--- src/design/text_line_number_and_visualize_filter_defines.svh ---
// assertion macros for the text line numbering and visualizing filter
`ifndef TEXT_LINE_NUMBER_AND_VISUALIZE_FILTER_DEFINES_SVH
`define TEXT_LINE_NUMBER_AND_VISUALIZE_FILTER_DEFINES_SVH

// antecedent implies consequent in the same cycle
`define TLNV_ASSERT_SAME(label, ante, cons) \
  label: assert property (@(posedge clk) disable iff (rst) (ante) |-> (cons)) \
    else $error("tlnv same-cycle check failed");

// antecedent implies consequent in the next cycle
`define TLNV_ASSERT_NEXT(label, ante, cons) \
  label: assert property (@(posedge clk) disable iff (rst) (ante) |=> (cons)) \
    else $error("tlnv next-cycle check failed");

`endif

--- src/design/tlnv_pkg.sv ---
// shared types and constants of the text line numbering and visualizing filter
`default_nettype none

package tlnv_pkg;

  localparam int CFG_INDEX_W = 8;
  localparam int CFG_DATA_W  = 8;

  typedef enum logic [CFG_INDEX_W-1:0] {
    REG_NUMBER_MODE      = 8'd0,
    REG_SQUEEZE_EMPTY    = 8'd1,
    REG_SHOW_NONPRINTING = 8'd2,
    REG_SHOW_LINE_ENDS   = 8'd3,
    REG_SHOW_TABS        = 8'd4
  } cfg_reg_t;

  localparam logic [1:0] NUM_NONE  = 2'd0;
  localparam logic [1:0] NUM_ALL   = 2'd1;

  localparam logic [7:0] CH_NL      = 8'd10;
  localparam logic [7:0] CH_TAB     = 8'd9;
  localparam logic [7:0] CH_SPACE   = 8'd32;
  localparam logic [7:0] CH_ZERO    = 8'd48;
  localparam logic [7:0] CH_M       = 8'd77;
  localparam logic [7:0] CH_DASH    = 8'd45;
  localparam logic [7:0] CH_CARET   = 8'd94;
  localparam logic [7:0] CH_DOLLAR  = 8'd36;
  localparam logic [7:0] CH_QMARK   = 8'd63;
  localparam logic [7:0] CH_I       = 8'd73;
  localparam logic [7:0] CH_DEL     = 8'd127;
  localparam logic [7:0] CH_CTRL_TOP = 8'd32;
  localparam logic [7:0] CTRL_SHIFT = 8'd64;
  localparam logic [3:0] BCD_NINE   = 4'd9;

  typedef struct packed {
    logic [7:0] in_byte;
    logic       first_of_file;
  } in_word_t;

  typedef struct packed {
    logic [7:0] out_byte;
    logic       last_of_run;
  } out_word_t;

endpackage

`default_nettype wire

--- src/design/text_line_number_and_visualize_filter.sv ---
// top level: line numbering, blank squeezing and nonprinting display filter
// an accepted word loads the working stage; its results go to the output register
// throughput: one result word per cycle unless the output stalls; a word holds input
// until its last result; unstalled, a single-result word (plain byte) enters every cycle
// rst (synchronous) clears registers to off, history to newline/zero, count to zero
`default_nettype none

module text_line_number_and_visualize_filter #(
  parameter int COUNT_DIGITS = 6
) (
  input  wire logic                           clk,
  input  wire logic                           rst,
  input  wire logic                           in_valid,
  output      logic                           in_ready,
  input  wire tlnv_pkg::in_word_t             in_data,
  output      logic                           out_valid,
  input  wire logic                           out_ready,
  output      tlnv_pkg::out_word_t            out_data,
  input  wire logic                           cfg_valid,
  output      logic                           cfg_ready,
  input  wire logic [tlnv_pkg::CFG_INDEX_W-1:0] cfg_index,
  input  wire logic [tlnv_pkg::CFG_DATA_W-1:0]  cfg_data
);
  import tlnv_pkg::*;

  `include "text_line_number_and_visualize_filter_defines.svh"

  // slot order of the results of one word: digits, tab, 'M', '-', caret, '$', char
  localparam int CNT_W     = 4 * COUNT_DIGITS;
  localparam int SLOT_N    = COUNT_DIGITS + 6;
  localparam int SLOT_W    = $clog2(SLOT_N);
  localparam int SLOT_TAB  = COUNT_DIGITS;
  localparam int SLOT_M    = COUNT_DIGITS + 1;
  localparam int SLOT_DASH = COUNT_DIGITS + 2;
  localparam int SLOT_CRT  = COUNT_DIGITS + 3;
  localparam int SLOT_DOL  = COUNT_DIGITS + 4;
  localparam int SLOT_CHR  = COUNT_DIGITS + 5;

  // configuration registers
  logic [1:0] number_mode;
  logic       squeeze_empty;
  logic       show_nonprinting;
  logic       show_line_ends;
  logic       show_tabs;

  // byte history and line count
  logic [7:0]       older_byte;
  logic [7:0]       newest_byte;
  logic [CNT_W-1:0] line_count;

  // working stage: pending result slots and the final char of the word
  logic [SLOT_N-1:0] slot_mask;
  logic [7:0]        cur_char;

  logic in_fire;
  logic cur_valid;
  logic cur_emit;
  logic cur_last;

  // ---------------------------------------------------------------
  // configuration port, always ready; values masked to their widths
  // ---------------------------------------------------------------
  assign cfg_ready = 1'b1;

  always_ff @(posedge clk) begin
    if (rst) begin
      number_mode      <= '0;
      squeeze_empty    <= 1'b0;
      show_nonprinting <= 1'b0;
      show_line_ends   <= 1'b0;
      show_tabs        <= 1'b0;
    end else if (cfg_valid) begin
      unique case (cfg_index)
        REG_NUMBER_MODE:      number_mode      <= cfg_data[1:0];
        REG_SQUEEZE_EMPTY:    squeeze_empty    <= cfg_data[0];
        REG_SHOW_NONPRINTING: show_nonprinting <= cfg_data[0];
        REG_SHOW_LINE_ENDS:   show_line_ends   <= cfg_data[0];
        REG_SHOW_TABS:        show_tabs        <= cfg_data[0];
        default: ;
      endcase
    end
  end

  // ---------------------------------------------------------------
  // decode of an incoming word against the history it sees
  // ---------------------------------------------------------------
  logic [7:0]       older_eff;
  logic [7:0]       newest_eff;
  logic [CNT_W-1:0] count_eff;
  logic [CNT_W-1:0] count_inc;
  logic             squeeze_hit;
  logic             do_num;
  logic             do_m;
  logic             do_caret;
  logic             do_dollar;
  logic [7:0]       char_low;
  logic [7:0]       char_vis;
  logic [7:0]       char_out;
  logic [SLOT_N-1:0] mask_load;

  always_comb begin
    // first-of-file word starts from the reset history
    older_eff  = in_data.first_of_file ? 8'd0  : older_byte;
    newest_eff = in_data.first_of_file ? CH_NL : newest_byte;
    count_eff  = in_data.first_of_file ? '0    : line_count;
  end

  // saturating bcd increment; a digit rolls when every lower digit is nine
  always_comb begin
    logic carry;
    logic full;
    carry     = 1'b1;
    full      = 1'b1;
    count_inc = count_eff;
    for (int i = 0; i < COUNT_DIGITS; i++) begin
      if (count_eff[4*i +: 4] != BCD_NINE) begin
        full = 1'b0;
      end
    end
    for (int i = 0; i < COUNT_DIGITS; i++) begin
      if (carry) begin
        if (count_eff[4*i +: 4] >= BCD_NINE) begin
          count_inc[4*i +: 4] = 4'd0;
        end else begin
          count_inc[4*i +: 4] = count_eff[4*i +: 4] + 4'd1;
          carry = 1'b0;
        end
      end
    end
    if (full) begin
      count_inc = count_eff;
    end
  end

  always_comb begin
    squeeze_hit = squeeze_empty && (in_data.in_byte == CH_NL) &&
                  (older_eff == CH_NL) && (newest_eff == CH_NL);
    // blank-line test looks at the raw byte
    do_num = (newest_eff == CH_NL) &&
             ((number_mode == NUM_ALL) || (number_mode[1] && (in_data.in_byte != CH_NL)));

    // high bytes: M- and strip bit 7
    do_m     = show_nonprinting && in_data.in_byte[7];
    char_low = do_m ? {1'b0, in_data.in_byte[6:0]} : in_data.in_byte;

    // control bytes and delete in caret notation
    do_caret = 1'b0;
    char_vis = char_low;
    if (show_nonprinting && (char_low < CH_CTRL_TOP) &&
        (char_low != CH_NL) && (char_low != CH_TAB)) begin
      do_caret = 1'b1;
      char_vis = char_low + CTRL_SHIFT;
    end else if (show_nonprinting && (char_low == CH_DEL)) begin
      do_caret = 1'b1;
      char_vis = CH_QMARK;
    end

    do_dollar = show_line_ends && (char_vis == CH_NL);

    // tab shown as ^I shares the caret slot (never both on one word)
    char_out = char_vis;
    if (show_tabs && (char_vis == CH_TAB)) begin
      do_caret = 1'b1;
      char_out = CH_I;
    end

    mask_load = '0;
    for (int k = 0; k < COUNT_DIGITS; k++) begin
      mask_load[k] = do_num;
    end
    mask_load[SLOT_TAB]  = do_num;
    mask_load[SLOT_M]    = do_m;
    mask_load[SLOT_DASH] = do_m;
    mask_load[SLOT_CRT]  = do_caret;
    mask_load[SLOT_DOL]  = do_dollar;
    mask_load[SLOT_CHR]  = 1'b1;
  end

  // ---------------------------------------------------------------
  // handshakes: a new word enters when none is pending or as the working word hands over its last slot
  // ---------------------------------------------------------------
  assign cur_valid = |slot_mask;
  assign cur_emit  = cur_valid && (!out_valid || out_ready);
  assign cur_last  = ((slot_mask & (slot_mask - SLOT_N'(1))) == '0);
  assign in_ready  = !cur_valid || (cur_emit && cur_last);
  assign in_fire   = in_valid && in_ready;

  // history and count move at accept; while a word is being emitted the
  // count register already holds the value it prints
  always_ff @(posedge clk) begin
    if (rst) begin
      older_byte  <= 8'd0;
      newest_byte <= CH_NL;
      line_count  <= '0;
    end else if (in_fire) begin
      older_byte  <= newest_eff;
      if (squeeze_hit) begin
        newest_byte <= in_data.in_byte;
        line_count  <= count_eff;
      end else begin
        newest_byte <= char_out;
        line_count  <= do_num ? count_inc : count_eff;
      end
    end
  end

  logic [SLOT_N-1:0] slot_mask_next;

  always_comb begin
    slot_mask_next = slot_mask;
    if (cur_emit) begin
      // drop the slot just sent
      slot_mask_next = slot_mask & (slot_mask - SLOT_N'(1));
    end
    if (in_fire) begin
      slot_mask_next = squeeze_hit ? '0 : mask_load;
    end
  end

  always_ff @(posedge clk) begin
    if (rst) begin
      slot_mask <= '0;
    end else begin
      slot_mask <= slot_mask_next;
    end
  end

  always_ff @(posedge clk) begin
    if (in_fire) begin
      cur_char <= char_out;
    end
  end

  // ---------------------------------------------------------------
  // slot select and byte for each slot
  // ---------------------------------------------------------------
  logic [SLOT_W-1:0] sel;
  logic [7:0]        slot_char [SLOT_N];

  // lowest pending slot goes first
  always_comb begin
    sel = '0;
    for (int k = SLOT_N - 1; k >= 0; k--) begin
      if (slot_mask[k]) begin
        sel = SLOT_W'(k);
      end
    end
  end

  always_comb begin
    logic lead;
    lead = 1'b1;
    for (int k = 0; k < SLOT_N; k++) begin
      slot_char[k] = cur_char;
    end
    // digits, most significant first; leading zeros blank except the last
    for (int k = 0; k < COUNT_DIGITS; k++) begin
      if ((line_count[4*(COUNT_DIGITS-1-k) +: 4] != 4'd0) || (k == COUNT_DIGITS - 1)) begin
        lead = 1'b0;
      end
      slot_char[k] = lead ? CH_SPACE : (CH_ZERO + {4'd0, line_count[4*(COUNT_DIGITS-1-k) +: 4]});
    end
    slot_char[SLOT_TAB]  = CH_TAB;
    slot_char[SLOT_M]    = CH_M;
    slot_char[SLOT_DASH] = CH_DASH;
    slot_char[SLOT_CRT]  = CH_CARET;
    slot_char[SLOT_DOL]  = CH_DOLLAR;
    slot_char[SLOT_CHR]  = cur_char;
  end

  // ---------------------------------------------------------------
  // output register
  // ---------------------------------------------------------------
  always_ff @(posedge clk) begin
    if (rst) begin
      out_valid <= 1'b0;
    end else if (cur_emit) begin
      out_valid <= 1'b1;
    end else if (out_ready) begin
      out_valid <= 1'b0;
    end
  end

  always_ff @(posedge clk) begin
    if (cur_emit) begin
      out_data.out_byte    <= slot_char[sel];
      out_data.last_of_run <= cur_last;
    end
  end

  // ---------------------------------------------------------------
  // checks
  // ---------------------------------------------------------------
  logic count_full;

  always_comb begin
    count_full = 1'b1;
    for (int i = 0; i < COUNT_DIGITS; i++) begin
      if (line_count[4*i +: 4] != BCD_NINE) begin
        count_full = 1'b0;
      end
    end
  end

  // input only opens over a busy working word when its last slot leaves
  `TLNV_ASSERT_SAME(a_ready_on_last, in_ready && cur_valid, cur_emit && cur_last)
  // a squeezed newline leaves nothing to emit
  `TLNV_ASSERT_NEXT(a_squeeze_empty, in_fire && squeeze_hit, !cur_valid)
  // saturated count only leaves all nines through a new file
  `TLNV_ASSERT_NEXT(a_count_sat, count_full && !(in_fire && in_data.first_of_file), count_full)

endmodule

`default_nettype wire
--- config.mk ---
export PLATFORM = sky130hd
export DESIGN_NAME = text_line_number_and_visualize_filter
export DESIGN_NICKNAME = d
export VERILOG_FILES = /design/src/design/tlnv_pkg.sv /design/src/design/text_line_number_and_visualize_filter.sv
export VERILOG_INCLUDE_DIRS = /design/src /design/src/design
export SDC_FILE = /design/constraint.sdc
export NUM_CORES = 1
export LEC_CHECK = 0
export BUFFER_PORTS_ARGS = -buffer_cell sky130_fd_sc_hd__buf_2
export CORE_ASPECT_RATIO = 1.25
export CORE_UTILIZATION = 56
export CTS_BUF_LIST = sky130_fd_sc_hd__clkbuf_4
export CTS_CLUSTER_SIZE = 12
export DETAILED_ROUTE_END_ITERATION = 12
export PLACE_DENSITY = 0.91
export SLEW_MARGIN = 20
export SYNTH_ARGS = -nofsm -noshare
export SYNTH_HDL_FRONTEND = slang
export SYNTH_SLANG_ARGS = --single-unit
--- constraint.sdc ---
create_clock -name clk -period 3.41 [get_ports clk]
set_input_delay 0.5115 -clock clk [delete_from_list [all_inputs] [get_ports clk]]
set_output_delay 0.5115 -clock clk [all_outputs]
set_load 0.1 [all_outputs]
# Word-level counts from Yosys, hierarchy flattened
# Cells that the tools add are included.
word_totals:
  ff_bits: 76
  input_bits: 30
  out_inout_bits: 12
  word_cells: 162
op_classes:
  n_addsub: 14
  order_cmp: 8
  eq_ne: 20
  mux: 70
  bitwise_logic: 2
  reduce_logical: 35
ops:
  columns: ["op", "count"]
  rows:
  - ["24-bit two-way mux", 4]
  - ["4-bit two-way mux", 23]
  - ["8-bit two-way mux", 9]
  - ["6-bit by 4-bit adder with 7-bit output, first input constant", 6]
  - ["8-bit by 4-bit == test with 1-bit output, second input constant", 5]
  - ["12-bit two-way mux", 3]
  - ["7-bit two-way mux", 5]
  - ["8-bit binary-select mux with 4-bit select", 1]
  - ["1-bit two-way mux", 25]
  - ["4-bit by 1-bit adder with 4-bit output, second input constant", 6]
  - ["4-bit >= comparator, second input constant", 6]
  - ["4-bit != test, second input constant", 6]
  - ["8-bit by 4-bit != test with 1-bit output, second input constant", 3]
  - ["4-bit nonzero test", 5]
  - ["8-bit by 2-bit == test with 1-bit output, second input constant", 2]
  - ["1-bit logical AND", 15]
  - ["12-bit bitwise AND", 1]
  - ["12-bit logical NOT", 1]
  - ["12-bit OR reduction", 1]
  - ["12-bit by 1-bit subtractor with 12-bit output, second input constant", 1]
  - ["2-bit AND reduction", 5]
  - ["8-bit by 7-bit adder with 8-bit output, second input constant", 1]
  - ["8-bit by 1-bit == test with 1-bit output, second input constant", 1]
  - ["8-bit by 3-bit == test with 1-bit output, second input constant", 1]
  - ["9 further kinds", 13]

# Logic depth before layout (Yosys ltp)
depth:
  depth_word: 16
  ltp_mapped: 14
  mapped_depth_nobuf: 11

# Least setup slack after synthesis
# Ideal clock, no wire load.
synth_timing:
  kind: "input port to flip-flop"
  start: "in in_data[0] in the netlist's numbering"
  end: "reg line_count[20]"
  setup_ps: 121
  arrival_time_ps: 3225
  required_time_ps: 3289
  path_slack_ps: 65
  stages: 13
  n_path_buf: 3
  path_cell_list: "clkbuf_1 > inv_1 > clkbuf_1 > buf_1 > nand2_1 > ha_1 > inv_1 > o311a_1 > nand4_1 > nor4_2 > or2_2 > a21oi_1 > mux2_2"
synth_between:
  elab_chain_cells: 11
  word_cells_on_any_way: 41
  cone_classes: "1 x add/sub; 6 x order compare; 8 x eq/ne; 23 x mux; 3 x reduce/logical"
synth_rtl:
  columns: ["element", "line_no", "source"]
  rows:
  - ["start: declaration", "text_line_number_and_visualize_filter.sv:15", "input wire tlnv_pkg::in_word_t in_data,"]
  - ["24-bit two-way mux", "text_line_number_and_visualize_filter.sv:105", "count_eff = in_data.first_of_file ? '0 : line_count;"]
  - ["4-bit >= comparator or 4-bit != test (tied branches)", "text_line_number_and_visualize_filter.sv:122, text_line_number_and_visualize_filter.sv:116", null]
  - ["1-bit two-way mux (on tied branches)", "text_line_number_and_visualize_filter.sv:122, text_line_number_and_visualize_filter.sv:116", null]
  - ["1-bit two-way mux (on tied branches) (4 in a row)", "text_line_number_and_visualize_filter.sv:121, text_line_number_and_visualize_filter.sv:116", null]
  - ["4-bit two-way mux or 1-bit two-way mux (tied branches)", "text_line_number_and_visualize_filter.sv:121, text_line_number_and_visualize_filter.sv:116", null]
  - ["24-bit two-way mux", "text_line_number_and_visualize_filter.sv:130", "if (full) begin"]
  - ["24-bit two-way mux", "text_line_number_and_visualize_filter.sv:202", "line_count <= do_num ? count_inc : count_eff;"]
  - ["24-bit two-way mux (*)", "text_line_number_and_visualize_filter.sv:197", "if (squeeze_hit) begin"]
  - ["end signal: assignment", "text_line_number_and_visualize_filter.sv:199", "line_count <= count_eff;"]
  - ["end signal: assignment", "text_line_number_and_visualize_filter.sv:202", null]
  - ["end: declaration", "text_line_number_and_visualize_filter.sv:49", "logic [CNT_W-1:0] line_count;"]
# Every way passes the cells marked *; elsewhere a longest branch is shown, timed or not.
# A chain may end at the register's enable or synchronous reset.

# Final worst setup path
layout_timing:
  start: "reg slot_mask[0]"
  end: "out in_ready"
layout_between:
  elab_chain_cells: 5
  word_cells_on_any_way: 8
  cone_classes: "1 x add/sub; 1 x bitwise; 6 x reduce/logical"
layout_rtl:
  columns: ["element", "line_no", "source"]
  rows:
  - ["start: declaration", "text_line_number_and_visualize_filter.sv:52", "logic [SLOT_N-1:0] slot_mask;"]
  - ["start signal: assignment", "text_line_number_and_visualize_filter.sv:224", "slot_mask <= slot_mask_next;"]
  - ["12-bit by 1-bit subtractor with 12-bit output", "text_line_number_and_visualize_filter.sv:184", "assign cur_last = ((slot_mask & (slot_mask - SLOT_N'(1))) == '0);"]
  - ["12-bit bitwise AND", "text_line_number_and_visualize_filter.sv:184", null]
  - ["12-bit logical NOT", "text_line_number_and_visualize_filter.sv:184", null]
  - ["1-bit logical AND", "text_line_number_and_visualize_filter.sv:185", "assign in_ready = !cur_valid || (cur_emit && cur_last);"]
  - ["1-bit logical OR (*)", "text_line_number_and_visualize_filter.sv:185", null]
  - ["end: declaration", "text_line_number_and_visualize_filter.sv:14", "output logic in_ready,"]
# Marks and branches as above.

==> results.md <==
* Outcome: complete, no violations
* Synth area leaders: dfxtp_1 26%, edfxtp_1 11%, nand2_1 5.5%
* Top-area cell type share of the netlist area at roughly a quarter
* Actual slew at the worst max-slew pin at 0.756 ns
* Crit share post-route at 92.8%
* HPWL Detailed at 8.83 mm
* CP required at 2.90 ns
* Largest net degree at the start of global routing at 38
* CORE AREA at slightly below 8000 um^2
* WHS Endpoint: cur_char[3]
* Final Skew at 0.0202 ns
* TritonCTS Sinks at 76
* Fin util at between 60% and 70%
* Final wirelength at 12.3 mm
* Vias per cell at 6.71
* IO Count at 42
* Layout cells sized above 1 at about 15%
* Initial core utilization at 58.4%
* Flops & latches, synth at 76
* Dominant cell type by area after synthesis: dfxtp_1
* Syn_nets at about 600
* Longest Clk Path Bufs at 2
* CTS clock-pin slew for the worst setup and hold paths at 0.13 ns
* Fin. max-slew vios at 0
* Post-cts sizing count at 0
* Worst EP arrival at ~2.7 ns
* Nets at about 630
* Finish-stage setup viols at 0
* Synthesized area at 4580 um^2
* Leak at just over 2 nW
* Worst hold path class: input pin to flop
* Setup TNS at 0 ns
* Critical R2R Capture: line_count[17]
* Total track usage at around 29%
* Die area at 8540 um^2
* Most used DFF post-synth: dfxtp_1
* Die H at 103 um
* CTS tree: built
* CTS Hold Bufs at 0
* ANT cells at 0
* Overflow after GRT at 0
* Antenna viol nets, final at 0
* Final-report hold violation count at 0
* Slew Limit Headroom at between 40% and 50%
* Syn. warnings at 0
* DR iter-0 viols at 595
* CP max FO at 11
* CP Class: flop to output pin
* Synthesis-to-finish area growth at 8.97%
* Fill count at between 600 and 700
* Total of max-cap violations at 0
* Ys async rst share at 0%
* Remaining DRCs at 0
* Clk root buf: clkbuf_4
* Post-synth EDFFs at 17
* Hold Crit Depth at 1
* Crit end category: output pin
* Sequential-to-total area share from yosys stat at 37.0%
* Worst-Skew Late Latency at 0.45 ns
* R2R Setup Slk at 0.58 ns
* WL per Instance at approximately 18 um
* Num CTS Buffers at 9
* R2R cell count at 7
* Worst-path cell chain: nor4_4 -> nand2_2 -> maj3_2 -> o21ai_4 -> nand2_1 -> inv_1 -> buf_2
* Fmax at 0.316 GHz
* M1 WL at 4.66 mm
* Crit-path slowest cell: dfxtp_1
* Port bufs at 34
* Setup bufs post-CTS at 0
* Vias in the first global route at 4213
* Hold Crit Start: in_data[4]
* CP max stage delay at 0.45 ns
* # H-tree levels at 3
* Synth cell types at 78
* Syn avg cell area at between 8 and 9 um^2
* Met3 routed WL at between 1 and 1.5 mm
* Top sig layer: met4
* Initial antenna violation count at 0
* Die Width at between 80 and 90 um
* R2r startpoint: slot_mask[0]
* Met2 WL at 5.90 mm
* Worst setup SP type: flop
* Vias at 4534
* Minimum clock period at ~3.2 ns
* GP Congestion at 0.935
* FP Rows at 36
* RSZ-0062 raised after global routing: no
* Cells after Synth at between 500 and 600
* Peak supply drop at 0.214 mV
* PwrDens at roughly 360 nW/um^2
* First-pass detailed-route iteration total at 7
* Global-route wire length before repair at 19.6 mm
==> how the worst max path moves through the flow <==
stage | slack, ns | depth (start not counted) | to | startpoint
4_1_cts | 0.25 | 7 | in_ready | slot_mask[0]
3_3_place_gp | 0.26 | 11 | line_count[16] | in_data[0]
2_1_floorplan | 0.06 | 13 | line_count[20] | in_data[0]
6_report | 0.25 | 7 | in_ready | slot_mask[0]
5_1_grt | 0.13 | 7 | in_ready | slot_mask[0]
3_5_place_dp | 0.13 | 12 | line_count[23] | in_data[0]
==> cell families (layout without fill, tap and decap cells) <==
logic type                 count (synthesis)  count (layout)  share of synthesized area (%)
xor gates and xnor gates                   1               1                          0.191
DFF                                       76              76                           37.0
other                                      1               1                         0.0820
and+or+nand+nor                          232             232                           26.7
muxes                                     15              15                           3.36
buffers and inverters                     67              96                           5.99
adders and majority gates                 22              22                           5.93
AOI/OAI and AO/OA                        138             138                           20.8
==> through the flow <==
| stage | hold WS [ns] | power [mW] | worst slack, ns | std cells | area (um^2) |
|---|---|---|---|---|---|
| final | 0.298 | 1.82 | 0.247 | 676 | 4990 |
| after global routing | 0.285 | 1.87 | 0.125 | 676 | 4990 |
| after CTS | 0.291 | 1.81 | 0.252 | 676 | 4990 |
| after detailed placement | 0.446 | 1.21 | 0.131 | 660 | 4830 |
| after global placement | 0.441 | 1.20 | 0.260 | 660 | 4830 |
| after floorplan | 0.432 | 1.14 | 0.0647 | 552 | 4580 |
==> layout by cell type, fill, tap and decap left out, drive strengths merged, types with 5 or more instances in the layout <==
cell,count
a21oi,37
a22o,5
a31oi,6
and3,6
buf,48
clkbuf,9
dfxtp,59
edfxtp,17
ha,20
inv,33
mux2i,12
nand2,68
nand2b,6
nand3,25
nand4,9
nor2,47
nor2b,9
nor3,14
nor4,13
o211ai,11
o21ai,26
o311ai,5
o31ai,8
or2,6
or4,8
==> routing by layer <==
layer	vias to the layer above	global-route usage [%]
li1	2067	-
met2	317	51.5
met4	0	17.5
met3	77	6.41
met5	-	0
met1	2073	31.6
==> layout make-up <==
class,count,area [um^2],share of cell area [%]
tap,95,119,2.38
timing repair buffer,48,288,5.77
sequential,76,1690,33.9
clock inverter,7,90.1,1.81
inverter,32,120,2.41
clock buffer,9,67.6,1.36
multi-input combinational,409,2610,52.3
==> Yosys cell counts, types with 3 or more instances <==
library cell / n
nand2_1: 67
dfxtp_1: 59
nor2_1: 47
a21oi_1: 36
inv_1: 32
clkbuf_1: 27
nand3_1: 24
o21ai_0: 24
ha_1: 20
edfxtp_1: 17
nor3_1: 14
mux2i_1: 12
o211ai_1: 11
nor2b_1: 9
nor4_1: 9
nand4_1: 8
o31ai_1: 8
or4_1: 8
a31oi_1: 6
and3_1: 6
nand2b_1: 6
a22o_1: 5
o311ai_0: 5
a211oi_1: 4
nand3b_1: 4
o41ai_1: 4
or2_2: 4
a2111oi_0: 3
a221o_1: 3
buf_2: 3
nor4_2: 3
o21a_1: 3
o311a_1: 3
or3_1: 3
==> critical path, delay by kind of cell, from the launching register on <==
kind / cells / cell delay, ns
buffers and inverters: 2 / 0.51
AO/OA/AOI/OAI: 1 / 0.21
adder cells (fa/ha/maj): 1 / 0.35
AND/OR/NAND/NOR: 3 / 0.70
flip-flops: 1 / 0.45
==> registers in the layout, summed over array words and instances (netlist names) <==
register          flops
cur_char              8
line_count           24
older_byte            8
newest_byte           8
squeeze_empty         1
show_tabs             1
slot_mask            12
out_data              9
show_nonprinting      1
out_valid             1
show_line_ends        1
number_mode           2
==> power by group <==
part | switching [mW] | total (mW) | internal [mW]
combinational | 0.175 | 0.238 | 0.0635
clock | 0.328 | 0.621 | 0.294
sequential | 0.0121 | 0.957 | 0.945
No activity file was read; power rests on OpenSTA's default activity.
